## src/hdl/qpe_pkg.sv

```systemverilog
`default_nettype none
// ----------------------------------------------------------------------------
// qpe_pkg
// Shared types, character codes and helper functions of the query parameter
// extractor.
// ----------------------------------------------------------------------------
package qpe_pkg;

   localparam logic [7:0] CHAR_PCT   = 8'h25;
   localparam logic [7:0] CHAR_PLUS  = 8'h2B;
   localparam logic [7:0] CHAR_AMP   = 8'h26;
   localparam logic [7:0] CHAR_EQ    = 8'h3D;
   localparam logic [7:0] CHAR_SPACE = 8'h20;

   localparam logic [4:0] MAX_KEY = 5'd16;

   localparam int MAX_RES   = 4;
   localparam int QUEUE_DEPTH = 4;

   typedef enum logic [1:0] {
      PH_NAME  = 2'd0,
      PH_VALUE = 2'd1,
      PH_SKIP  = 2'd2,
      PH_DONE  = 2'd3
   } phase_type;

   typedef enum logic [1:0] {
      REG_KEY_LEN   = 2'd0,
      REG_KEY_LOW   = 2'd1,
      REG_KEY_HIGH  = 2'd2,
      REG_OUT_LIMIT = 2'd3
   } reg_idx_type;

   typedef enum logic {
      KIND_DATA    = 1'b0,
      KIND_SUMMARY = 1'b1
   } kind_type;

   typedef struct packed {
      logic             kind;
      logic [7:0]       data;
      logic             found;
   } item_type;

   typedef struct packed {
      logic [1:0]                 last_idx;
      item_type [MAX_RES-1:0]     items;
   } bundle_type;

   typedef struct packed {
      logic [4:0]       key_len;
      logic [15:0][7:0] key;
      logic [8:0]       out_limit;
   } cfg_type;

   // returns {valid, value}
   function automatic logic [4:0] hex_digit(input logic [7:0] c);
      logic [4:0] r;
      r = 5'd0;
      if (c >= 8'h30 && c <= 8'h39) begin
         r = {1'b1, 4'(c - 8'h30)};
      end else if (c >= 8'h61 && c <= 8'h66) begin
         r = {1'b1, 4'(c - 8'h57)};
      end else if (c >= 8'h41 && c <= 8'h46) begin
         r = {1'b1, 4'(c - 8'h37)};
      end
      return r;
   endfunction

   function automatic logic [7:0] plain_char(input logic [7:0] c);
      return (c == CHAR_PLUS) ? CHAR_SPACE : c;
   endfunction

endpackage
`default_nettype wire

```

## src/hdl/qpe_front.sv

```systemverilog
`default_nettype none
// ----------------------------------------------------------------------------
// qpe_front
// Parses query bytes, matches the key, percent-decodes the value and hands
// the results of each byte to the queue as one bundle.
// ----------------------------------------------------------------------------
module qpe_front #(
   parameter int RAW_LIMIT = 511
) (
   input  wire logic                 clock,
   input  wire logic                 reset,
   input  wire qpe_pkg::cfg_type     cfg,
   input  wire logic                 in_valid,
   output logic                      in_ready,
   input  wire logic [7:0]           in_byte,
   input  wire logic                 in_last,
   input  wire logic                 q_full,
   output logic                      q_push,
   output qpe_pkg::bundle_type       q_data
);

   localparam int RAW_W = $clog2(RAW_LIMIT + 1);

   qpe_pkg::phase_type phase_ff, phase_in;
   logic [4:0]         name_count_ff, name_count_in;
   logic               name_mismatch_ff, name_mismatch_in;
   logic [1:0]         pending_ff, pending_in;
   logic [7:0]         held_ff, held_in;
   logic [RAW_W-1:0]   raw_count_ff, raw_count_in;
   logic [8:0]         out_count_ff, out_count_in;
   logic               match_found_ff, match_found_in;

   logic               fire;
   logic               is_amp;
   logic               is_eq;
   logic               key_hit;
   logic [4:0]         hx;
   logic [4:0]         hh;
   logic [3:0][7:0]    dec;
   logic [2:0]         n_dec;
   logic [8:0]         remaining;
   logic [2:0]         allowed;
   logic [2:0]         n_res;

   assign in_ready = !q_full;
   assign fire     = in_valid && in_ready;
   assign is_amp   = (in_byte == qpe_pkg::CHAR_AMP);
   assign is_eq    = (in_byte == qpe_pkg::CHAR_EQ);
   assign key_hit  = !match_found_ff && !name_mismatch_ff &&
                     (cfg.key_len <= qpe_pkg::MAX_KEY) &&
                     (name_count_ff == cfg.key_len);
   assign hx       = qpe_pkg::hex_digit(in_byte);
   assign hh       = qpe_pkg::hex_digit(held_ff);

   // next phase
   always_comb begin
      phase_in = phase_ff;
      if (fire) begin
         unique case (phase_ff)
            qpe_pkg::PH_NAME: begin
               if (is_eq) begin
                  phase_in = key_hit ? qpe_pkg::PH_VALUE : qpe_pkg::PH_SKIP;
               end
            end
            qpe_pkg::PH_SKIP: begin
               if (is_amp) begin
                  phase_in = qpe_pkg::PH_NAME;
               end
            end
            qpe_pkg::PH_VALUE: begin
               if (is_amp) begin
                  phase_in = qpe_pkg::PH_DONE;
               end
            end
            qpe_pkg::PH_DONE: begin
               phase_in = qpe_pkg::PH_DONE;
            end
         endcase
      end
   end

   // datapath and results
   always_comb begin
      name_count_in    = name_count_ff;
      name_mismatch_in = name_mismatch_ff;
      pending_in       = pending_ff;
      held_in          = held_ff;
      raw_count_in     = raw_count_ff;
      out_count_in     = out_count_ff;
      match_found_in   = match_found_ff;
      dec              = '0;
      n_dec            = 3'd0;
      remaining        = 9'd0;
      allowed          = 3'd0;
      n_res            = 3'd0;
      q_data           = '0;
      q_push           = 1'b0;

      if (fire) begin
         unique case (phase_ff)
            qpe_pkg::PH_NAME: begin
               if (is_amp) begin
                  name_count_in    = 5'd0;
                  name_mismatch_in = 1'b0;
               end else if (is_eq) begin
                  if (key_hit) begin
                     match_found_in = 1'b1;
                     raw_count_in   = '0;
                     out_count_in   = 9'd0;
                     pending_in     = 2'd0;
                  end
               end else begin
                  if (cfg.key_len > qpe_pkg::MAX_KEY || name_count_ff >= cfg.key_len ||
                      in_byte != cfg.key[name_count_ff[3:0]]) begin
                     name_mismatch_in = 1'b1;
                  end
                  if (name_count_ff != 5'd31) begin
                     name_count_in = name_count_ff + 5'd1;
                  end
               end
            end
            qpe_pkg::PH_SKIP: begin
               if (is_amp) begin
                  name_count_in    = 5'd0;
                  name_mismatch_in = 1'b0;
               end
            end
            qpe_pkg::PH_VALUE: begin
               if (is_amp) begin
                  if (pending_ff != 2'd0) begin
                     dec[n_dec[1:0]] = qpe_pkg::CHAR_PCT;
                     n_dec = n_dec + 3'd1;
                  end
                  if (pending_ff == 2'd2) begin
                     dec[n_dec[1:0]] = held_ff;
                     n_dec = n_dec + 3'd1;
                  end
                  pending_in = 2'd0;
               end else if (raw_count_ff < RAW_W'(RAW_LIMIT)) begin
                  raw_count_in = raw_count_ff + RAW_W'(1);
                  unique case (pending_ff)
                     2'd0: begin
                        if (in_byte == qpe_pkg::CHAR_PCT) begin
                           pending_in = 2'd1;
                        end else begin
                           dec[n_dec[1:0]] = qpe_pkg::plain_char(in_byte);
                           n_dec = n_dec + 3'd1;
                        end
                     end
                     2'd1: begin
                        if (hx[4]) begin
                           held_in    = in_byte;
                           pending_in = 2'd2;
                        end else begin
                           dec[n_dec[1:0]] = qpe_pkg::CHAR_PCT;
                           n_dec = n_dec + 3'd1;
                           pending_in = 2'd0;
                           if (in_byte == qpe_pkg::CHAR_PCT) begin
                              pending_in = 2'd1;
                           end else begin
                              dec[n_dec[1:0]] = qpe_pkg::plain_char(in_byte);
                              n_dec = n_dec + 3'd1;
                           end
                        end
                     end
                     default: begin
                        pending_in = 2'd0;
                        if (hx[4]) begin
                           dec[n_dec[1:0]] = {hh[3:0], hx[3:0]};
                           n_dec = n_dec + 3'd1;
                        end else begin
                           dec[n_dec[1:0]] = qpe_pkg::CHAR_PCT;
                           n_dec = n_dec + 3'd1;
                           dec[n_dec[1:0]] = held_ff;
                           n_dec = n_dec + 3'd1;
                           if (in_byte == qpe_pkg::CHAR_PCT) begin
                              pending_in = 2'd1;
                           end else begin
                              dec[n_dec[1:0]] = qpe_pkg::plain_char(in_byte);
                              n_dec = n_dec + 3'd1;
                           end
                        end
                     end
                  endcase
               end
            end
            qpe_pkg::PH_DONE: begin
               pending_in = pending_ff;
            end
         endcase

         // flush a pending escape at the end of the query
         if (in_last && phase_in == qpe_pkg::PH_VALUE) begin
            if (pending_in != 2'd0) begin
               dec[n_dec[1:0]] = qpe_pkg::CHAR_PCT;
               n_dec = n_dec + 3'd1;
            end
            if (pending_in == 2'd2 && n_dec != 3'd4) begin
               dec[n_dec[1:0]] = held_in;
               n_dec = n_dec + 3'd1;
            end
            pending_in = 2'd0;
         end

         // output limit
         if (out_count_ff < cfg.out_limit) begin
            remaining = cfg.out_limit - out_count_ff;
         end
         allowed = (remaining >= {6'd0, n_dec}) ? n_dec : remaining[2:0];
         if (n_dec != 3'd0) begin
            out_count_in = out_count_ff + {6'd0, allowed};
         end

         for (int i = 0; i < qpe_pkg::MAX_RES; i++) begin
            if (3'(i) < allowed) begin
               q_data.items[i] = '{kind: qpe_pkg::KIND_DATA, data: dec[i], found: 1'b1};
            end
         end
         n_res = allowed;
         if (in_last && allowed != 3'd4) begin
            q_data.items[allowed[1:0]] = '{kind: qpe_pkg::KIND_SUMMARY, data: 8'd0,
                                           found: match_found_in};
            n_res = allowed + 3'd1;
         end
         q_data.last_idx = 2'(n_res - 3'd1);
         q_push          = (n_res != 3'd0);

         if (in_last) begin
            name_count_in    = 5'd0;
            name_mismatch_in = 1'b0;
            pending_in       = 2'd0;
            held_in          = 8'd0;
            raw_count_in     = '0;
            out_count_in     = 9'd0;
            match_found_in   = 1'b0;
         end
      end
   end

   always_ff @(posedge clock) begin
      if (reset) begin
         phase_ff         <= qpe_pkg::PH_NAME;
         name_count_ff    <= 5'd0;
         name_mismatch_ff <= 1'b0;
         pending_ff       <= 2'd0;
         held_ff          <= 8'd0;
         raw_count_ff     <= '0;
         out_count_ff     <= 9'd0;
         match_found_ff   <= 1'b0;
      end else begin
         phase_ff         <= (fire && in_last) ? qpe_pkg::PH_NAME : phase_in;
         name_count_ff    <= name_count_in;
         name_mismatch_ff <= name_mismatch_in;
         pending_ff       <= pending_in;
         held_ff          <= held_in;
         raw_count_ff     <= raw_count_in;
         out_count_ff     <= out_count_in;
         match_found_ff   <= match_found_in;
      end
   end

endmodule
`default_nettype wire

```

## src/hdl/qpe_queue.sv

```systemverilog
`default_nettype none
// ----------------------------------------------------------------------------
// qpe_queue
// Short bundle queue between the parsing front and the result back end.
// ----------------------------------------------------------------------------
module qpe_queue (
   input  wire logic                 clock,
   input  wire logic                 reset,
   input  wire logic                 push,
   input  wire qpe_pkg::bundle_type  push_data,
   input  wire logic                 pop,
   output logic                      full,
   output logic                      not_empty,
   output qpe_pkg::bundle_type       head_data
);

   localparam int PTR_W = $clog2(qpe_pkg::QUEUE_DEPTH);

   qpe_pkg::bundle_type  store_ff [qpe_pkg::QUEUE_DEPTH];
   logic [PTR_W-1:0]     wr_ptr_ff, wr_ptr_in;
   logic [PTR_W-1:0]     rd_ptr_ff, rd_ptr_in;
   logic [PTR_W:0]       count_ff, count_in;
   logic                 do_push;
   logic                 do_pop;

   assign full      = (count_ff == (PTR_W+1)'(qpe_pkg::QUEUE_DEPTH));
   assign not_empty = (count_ff != '0);
   assign head_data = store_ff[rd_ptr_ff];
   assign do_push   = push && !full;
   assign do_pop    = pop && not_empty;

   always_comb begin
      wr_ptr_in = do_push ? wr_ptr_ff + PTR_W'(1) : wr_ptr_ff;
      rd_ptr_in = do_pop  ? rd_ptr_ff + PTR_W'(1) : rd_ptr_ff;
      count_in  = count_ff;
      if (do_push && !do_pop) begin
         count_in = count_ff + (PTR_W+1)'(1);
      end else if (do_pop && !do_push) begin
         count_in = count_ff - (PTR_W+1)'(1);
      end
   end

   always_ff @(posedge clock) begin
      if (do_push) begin
         store_ff[wr_ptr_ff] <= push_data;
      end
   end

   always_ff @(posedge clock) begin
      if (reset) begin
         wr_ptr_ff <= '0;
         rd_ptr_ff <= '0;
         count_ff  <= '0;
      end else begin
         wr_ptr_ff <= wr_ptr_in;
         rd_ptr_ff <= rd_ptr_in;
         count_ff  <= count_in;
      end
   end

endmodule
`default_nettype wire

```

## src/hdl/qpe_back.sv

```systemverilog
`default_nettype none
// ----------------------------------------------------------------------------
// qpe_back
// Takes bundles from the queue and sends their results one word per cycle while out_ready is high.
// ----------------------------------------------------------------------------
module qpe_back (
   input  wire logic                 clock,
   input  wire logic                 reset,
   input  wire logic                 q_valid,
   input  wire qpe_pkg::bundle_type  q_data,
   output logic                      q_pop,
   output logic                      out_valid,
   input  wire logic                 out_ready,
   output qpe_pkg::item_type         out_item,
   output logic                      out_last
);

   qpe_pkg::bundle_type  cur_ff, cur_in;
   logic [1:0]           idx_ff, idx_in;
   logic                 valid_ff, valid_in;
   logic                 done_word;

   assign out_valid = valid_ff;
   assign out_item  = cur_ff.items[idx_ff];
   assign out_last  = (idx_ff == cur_ff.last_idx);
   assign done_word = valid_ff && out_ready && out_last;
   assign q_pop     = q_valid && (!valid_ff || done_word);

   always_comb begin
      cur_in   = cur_ff;
      idx_in   = idx_ff;
      valid_in = valid_ff;
      if (q_pop) begin
         cur_in   = q_data;
         idx_in   = 2'd0;
         valid_in = 1'b1;
      end else if (done_word) begin
         valid_in = 1'b0;
      end else if (valid_ff && out_ready) begin
         idx_in = idx_ff + 2'd1;
      end
   end

   always_ff @(posedge clock) begin
      cur_ff <= cur_in;
   end

   always_ff @(posedge clock) begin
      if (reset) begin
         idx_ff   <= 2'd0;
         valid_ff <= 1'b0;
      end else begin
         idx_ff   <= idx_in;
         valid_ff <= valid_in;
      end
   end

endmodule
`default_nettype wire

```

## src/hdl/query_parameter_extractor_core.sv

```systemverilog
`default_nettype none
// ----------------------------------------------------------------------------
// query_parameter_extractor_core
// Finds a configured key in a URL query stream and emits the percent-decoded
// value bytes plus an end-of-query summary word.
// ----------------------------------------------------------------------------
//  channel | dir | handshake              | payload
//  req     | in  | tvalid/tready          | tdata query_byte, tlast end_of_query
//  rsp     | out | tvalid/tready          | tdata out_byte/found, tuser out_kind,
//          |     |                        | tlast run_last
//  csr     | in  | psel/penable/pwrite    | key_len, key_low, key_high, out_limit
//
//  one query byte is taken per cycle; a byte can yield up to four result words,
//  which the result side sends one at a time, and the four-entry bundle queue
//  between the parser and the result register absorbs such bursts
//  req_tready drops only while that queue is full
//  reset is synchronous and returns the parser to the start of a new query
// ----------------------------------------------------------------------------
module query_parameter_extractor_core #(
   parameter int RAW_LIMIT = 511
) (
   input  wire logic        clock,
   input  wire logic        reset,

   input  wire logic        req_tvalid,
   output logic             req_tready,
   input  wire logic [7:0]  req_tdata,     // [7:0] query_byte
   input  wire logic        req_tlast,

   output logic             rsp_tvalid,
   input  wire logic        rsp_tready,
   output logic [15:0]      rsp_tdata,     // [7:0] out_byte, [8] found, zero fill
   output logic             rsp_tuser,     // [0] out_kind
   output logic             rsp_tlast,

   input  wire logic        csr_psel,
   input  wire logic        csr_penable,
   input  wire logic        csr_pwrite,
   input  wire logic [4:0]  csr_paddr,
   input  wire logic [63:0] csr_pwdata,
   output logic [63:0]      csr_prdata,
   output logic             csr_pready
);

   logic [4:0]           key_len_ff;
   logic [63:0]          key_low_ff;
   logic [63:0]          key_high_ff;
   logic [8:0]           out_limit_ff;
   logic                 csr_write;
   qpe_pkg::reg_idx_type csr_idx;
   qpe_pkg::cfg_type     cfg;

   logic                 q_full;
   logic                 q_push;
   qpe_pkg::bundle_type  q_push_data;
   logic                 q_pop;
   logic                 q_not_empty;
   qpe_pkg::bundle_type  q_head;
   qpe_pkg::item_type    out_item;

   assign csr_pready = 1'b1;
   assign csr_write  = csr_psel && csr_penable && csr_pwrite && csr_pready;
   assign csr_idx    = qpe_pkg::reg_idx_type'(csr_paddr[4:3]);

   always_ff @(posedge clock) begin
      if (reset) begin
         key_len_ff   <= 5'd0;
         key_low_ff   <= 64'd0;
         key_high_ff  <= 64'd0;
         out_limit_ff <= 9'd511;
      end else if (csr_write) begin
         unique case (csr_idx)
            qpe_pkg::REG_KEY_LEN:   key_len_ff   <= csr_pwdata[4:0];
            qpe_pkg::REG_KEY_LOW:   key_low_ff   <= csr_pwdata;
            qpe_pkg::REG_KEY_HIGH:  key_high_ff  <= csr_pwdata;
            qpe_pkg::REG_OUT_LIMIT: out_limit_ff <= csr_pwdata[8:0];
         endcase
      end
   end

   always_comb begin
      unique case (csr_idx)
         qpe_pkg::REG_KEY_LEN:   csr_prdata = {59'd0, key_len_ff};
         qpe_pkg::REG_KEY_LOW:   csr_prdata = key_low_ff;
         qpe_pkg::REG_KEY_HIGH:  csr_prdata = key_high_ff;
         qpe_pkg::REG_OUT_LIMIT: csr_prdata = {55'd0, out_limit_ff};
      endcase
   end

   assign cfg = '{key_len: key_len_ff, key: {key_high_ff, key_low_ff},
                  out_limit: out_limit_ff};

   qpe_front #(
      .RAW_LIMIT (RAW_LIMIT)
   ) u_front (
      .clock    (clock),
      .reset    (reset),
      .cfg      (cfg),
      .in_valid (req_tvalid),
      .in_ready (req_tready),
      .in_byte  (req_tdata),
      .in_last  (req_tlast),
      .q_full   (q_full),
      .q_push   (q_push),
      .q_data   (q_push_data)
   );

   qpe_queue u_queue (
      .clock     (clock),
      .reset     (reset),
      .push      (q_push),
      .push_data (q_push_data),
      .pop       (q_pop),
      .full      (q_full),
      .not_empty (q_not_empty),
      .head_data (q_head)
   );

   qpe_back u_back (
      .clock     (clock),
      .reset     (reset),
      .q_valid   (q_not_empty),
      .q_data    (q_head),
      .q_pop     (q_pop),
      .out_valid (rsp_tvalid),
      .out_ready (rsp_tready),
      .out_item  (out_item),
      .out_last  (rsp_tlast)
   );

   assign rsp_tdata = {7'd0, out_item.found, out_item.data};
   assign rsp_tuser = out_item.kind;

endmodule
`default_nettype wire

```

## config.mk

```make
export PLATFORM = sky130hd
export DESIGN_NAME = query_parameter_extractor_core
export DESIGN_NICKNAME = d
export VERILOG_FILES = /design/src/hdl/qpe_pkg.sv /design/src/hdl/qpe_front.sv /design/src/hdl/qpe_queue.sv /design/src/hdl/qpe_back.sv /design/src/hdl/query_parameter_extractor_core.sv
export SDC_FILE = /design/constraint.sdc
export NUM_CORES = 1
export LEC_CHECK = 0
export ABC_AREA = 1
export BUFFER_PORTS_ARGS = -buffer_cell sky130_fd_sc_hd__buf_2
export CAP_MARGIN = 30
export CORE_UTILIZATION = 54
export DETAILED_ROUTE_END_ITERATION = 10
export PLACE_DENSITY = 0.73
export SLEW_MARGIN = 5
export SYNTH_ARGS = -nofsm -noshare
export SYNTH_HDL_FRONTEND = slang
export SYNTH_SLANG_ARGS = --single-unit
```

## constraint.sdc

```tcl
create_clock -name clock -period 7.46 [get_ports clock]
set_clock_uncertainty 0.15 [all_clocks]
set_input_delay 0 -clock clock [delete_from_list [all_inputs] [get_ports clock]]
set_output_delay 0 -clock clock [all_outputs]
set_load 0.01 [all_outputs]
```

==> results.py <==
metrics = {
    "setup_path": {
        "startpoint_type": "primary input",
        "crit_slowest_cell": "dlygate4sd3_1",
        "cp_common_cell": "nand2_1",
        "slowest_delay_ns": 0.54,
        "worst-path-max-fanout": 8,
        "end_kind": "register",
        "required_ns": 7.73,
        "critPathKind": "in -> reg",
        "reg2reg_depth": 41,
        "rr_startpoint": "key_len_ff[4]",
        "crit_arrival_ns": 7.22,
        "reg2reg_to": "u_queue.count_ff[2]",
        "r2r_slack_ns": 0.53,
    },
    "cts": {
        "path_clk_slew_ns": 0.06,
        "cts.sinks": 399,
        "clockBufferDepth": 3,
        "cts_tree": "done",
        "clock_latency_ns": 0.55,
        "htreeDepth": 2,
        "root_buffer": "clkbuf_16",
        "cts_made_buffers": 42,
    },
    "placed_design": {
        "placed_cells": 2827,
        "post_dp_cell_area_um2": 20700,
        "numPortBuffers": 158,
        "gp_congestion": 0.940,
        "dp_hpwl_um": 39600,
    },
    "cells_and_area": {
        "instances_no_fill": 2999,
        "final_area_um2": 23100,
        "area_growth_pct": 17.4,
        "final_nets": 2637,
        "seqCellArea_um2": 10100,
        "multi_input_area_um2": 8290,
        "layout-drive-gt1-share": 0.131,
        "fill_cells": 2854,
    },
    "run_status": {
        "outcome": "finished, violations left",
        "violations": "DRC",
    },
    "sta": {
        "max_clock_freq_mhz": 144,
        "slew_headroom": 0.375,
        "worst_slew_pin_slew_ns": 0.938,
        "setup_violations": 0,
        "final_max_slew_viol_count": 0,
        "hold_viol": 0,
        "period_minus_slack_ns": 6.95,
        "fin_crit_sh": 0.932,
    },
    "synthesis": {
        "synth_edf_count": 210,
        "ys_warn_count": 0,
        "synth_top_area_share": 0.321,
        "synth_cells": 2310,
        "synth_area_leaders": "edfxtp_1 32%, dfxtp_1 19%, o21ai_0 9.2%",
        "yosys_register_bits": 399,
        "seq_area_frac_synth": 0.513,
        "async_reset_ff_frac": 0,
        "synth_area_um2": 19700,
        "syn_avg_cell_area_um2": 8.51,
        "synth_most_common_cell": "nor2_1",
        "synth_cell_type_count": 55,
        "ys_top_cells_by_count": "368 x nor2_1, 361 x o21ai_0, 221 x nand2_1, 210 x edfxtp_1, 205 x inv_1",
        "yosys.area.top_type": "edfxtp_1",
        "synthFlopType": "edfxtp_1",
    },
    "min_path": {
        "hold-path-cell-count": 4,
        "worstHoldEndpoint": "key_len_ff[2]",
        "hold_class": "in -> reg",
        "min_from": "csr_paddr[4]",
    },
    "floorplan": {
        "die_area_um2": 37200,
        "die_h_um": 193,
        "row_count": 69,
        "start_util": 0.551,
        "coreArea_um2": 35700,
        "die_w_um": 193,
        "num_io_pins": 170,
    },
    "grt": {
        "grt.overflow.total": 0,
        "grt_max_degree": 123,
        "grt_pass1_wl_um": 91700,
        "grt.total_usage": 0.318,
        "grt_antenna_before_repair": 5,
        "first_global_vias": 16800,
    },
    "route": {
        "post_drt_wl_per_cell_um": 19.8,
        "first_pass_iters": 9,
        "viasPerCell": 6.01,
        "drt_iter0_drc": 2066,
        "antenna_left": 0,
        "drc": 12,
        "vias": 18000,
        "wl_um": 59400,
    },
    "run": {
        "drv_cap": 0,
    },
    "power_and_ir_drop": {
        "p_per_area_nw_per_um2": 264,
        "leakage_nw": 9.09,
        "p_total_mw": 6.10,
        "vdd_drop_max_v": 0.000188,
    },
}
[area by class of cell]
class | instances | area share
sequential | 399 | 0.438
multi-input combinational | 1564 | 0.359
timing repair buffer | 272 | 0.0815
clock buffer | 66 | 0.0543
inverter | 221 | 0.0362
tap | 461 | 0.0250
clock inverter | 11 | 0.00569
antenna | 5 | 0.000542
[how the worst max path moves through the flow]
stage	end	startpoint	slack (ns)	cells past startpoint
floorplan	u_queue.store_ff[0][0]	u_front.name_count_ff[0]	0.17	35
global placement	u_queue.count_ff[2]	req_tdata[1]	0.46	49
detailed placement	u_queue.count_ff[2]	req_tdata[1]	0.24	49
CTS	u_queue.count_ff[2]	key_len_ff[4]	0.42	41
global route	u_queue.count_ff[2]	req_tdata[5]	-0.003	49
finish	u_queue.count_ff[2]	req_tdata[5]	0.51	49
[worst max-delay path: cells and delay by family]
family	cells	cell delay [ns]
fa+ha+maj	7	1.83
buf+inv	11	1.54
xor+xnor	1	0.17
simple gates	20	2.40
compound gates	10	1.27
[timing repair]
action / CTS / global route
buffers inserted: 0 / 4
setup endpoints to repair: 0 / 2
endpoints found under the hold margin: 173 / 0
hold buffers: 85 / 0
gates resized for setup: 0 / 8
[logic make-up (layout without fill, tap and decap cells)]
family,count (synthesis),in the layout,share of synthesized area
other cells,2,13,0.000382
flops,399,399,0.513
compound gates,755,755,0.215
buf+inv,353,570,0.0692
simple gates,730,730,0.159
xor+xnor,19,19,0.00885
fa+ha+maj,52,52,0.0343
[metal layers]
metal  vias to the layer above  routed length (µm)  global-route usage  part of all wire
met2                       944               26900               0.498              0.45
li1                       8402                   -                   -                 -
met3                       168                5020              0.0442             0.084
met1                      8502               24900               0.441              0.42
met4                         2                2530               0.136             0.043
met5                         -                  13                   0           0.00022
[flip-flops by register name, indices dropped and copies added, names as in the netlist]
| signal | cells |
|---|---|
| u_queue.wr_ptr_ff | 2 |
| out_limit_ff | 9 |
| u_front.phase_ff | 2 |
| u_front.raw_count_ff | 9 |
| key_high_ff | 64 |
| u_back.cur_ff | 42 |
| u_front.name_mismatch_ff | 1 |
| u_front.held_ff | 8 |
| u_back.out_valid | 1 |
| u_front.out_count_ff | 9 |
| u_front.name_count_ff | 5 |
| u_queue.count_ff | 3 |
| u_queue.store_ff | 168 |
| key_low_ff | 64 |
| key_len_ff | 5 |
| u_front.pending_ff | 2 |
| u_front.match_found_ff | 1 |
| u_queue.rd_ptr_ff | 2 |
| u_back.idx_ff | 2 |
[placed cells by master, fill, tap and decap left out, types with 6 or more instances in the layout]
master and instances:
a31oi_1 6, a21oi_1 183, edfxtp_1 210, buf_2 158, nand3_2 6, o211ai_1 7, dlygate4sd3_1 85, a22o_1 24
o22ai_1 109, ha_1 48, nand2_2 15, nand4_1 14, xor2_1 15, clkbuf_8 9, clkbuf_16 43, a22oi_1 18
o221ai_1 12, buf_4 28, inv_1 200, nor3_1 24, dfxtp_1 186, clkbuf_1 14, nand3_1 51, inv_2 16
conb_1 8, nor2_4 10, o21ai_0 361, nor2_1 360, a211oi_1 10, nor2_2 6, nand2_1 220
[stage by stage]
stage	util	hold slack [ns]	setup WS, ns	TNS (ns)
2_1_floorplan	-	-0.0237	0.174	0
3_3_place_gp	0.582	0.0872	0.464	0
3_5_place_dp	0.582	0.0958	0.241	0
4_1_cts	0.644	0.0168	0.416	0
5_1_grt	0.647	0.0723	-0.00328	-0.00328
6_report	0.647	0.0509	0.505	0
[power by group]
part | switching [mW] | internal, mW
registers | 0.0904 | 2.62
clock network | 0.849 | 1.23
logic | 0.906 | 0.402
total | 1.84 | 4.26
No activity file was read; power rests on OpenSTA's default activity.
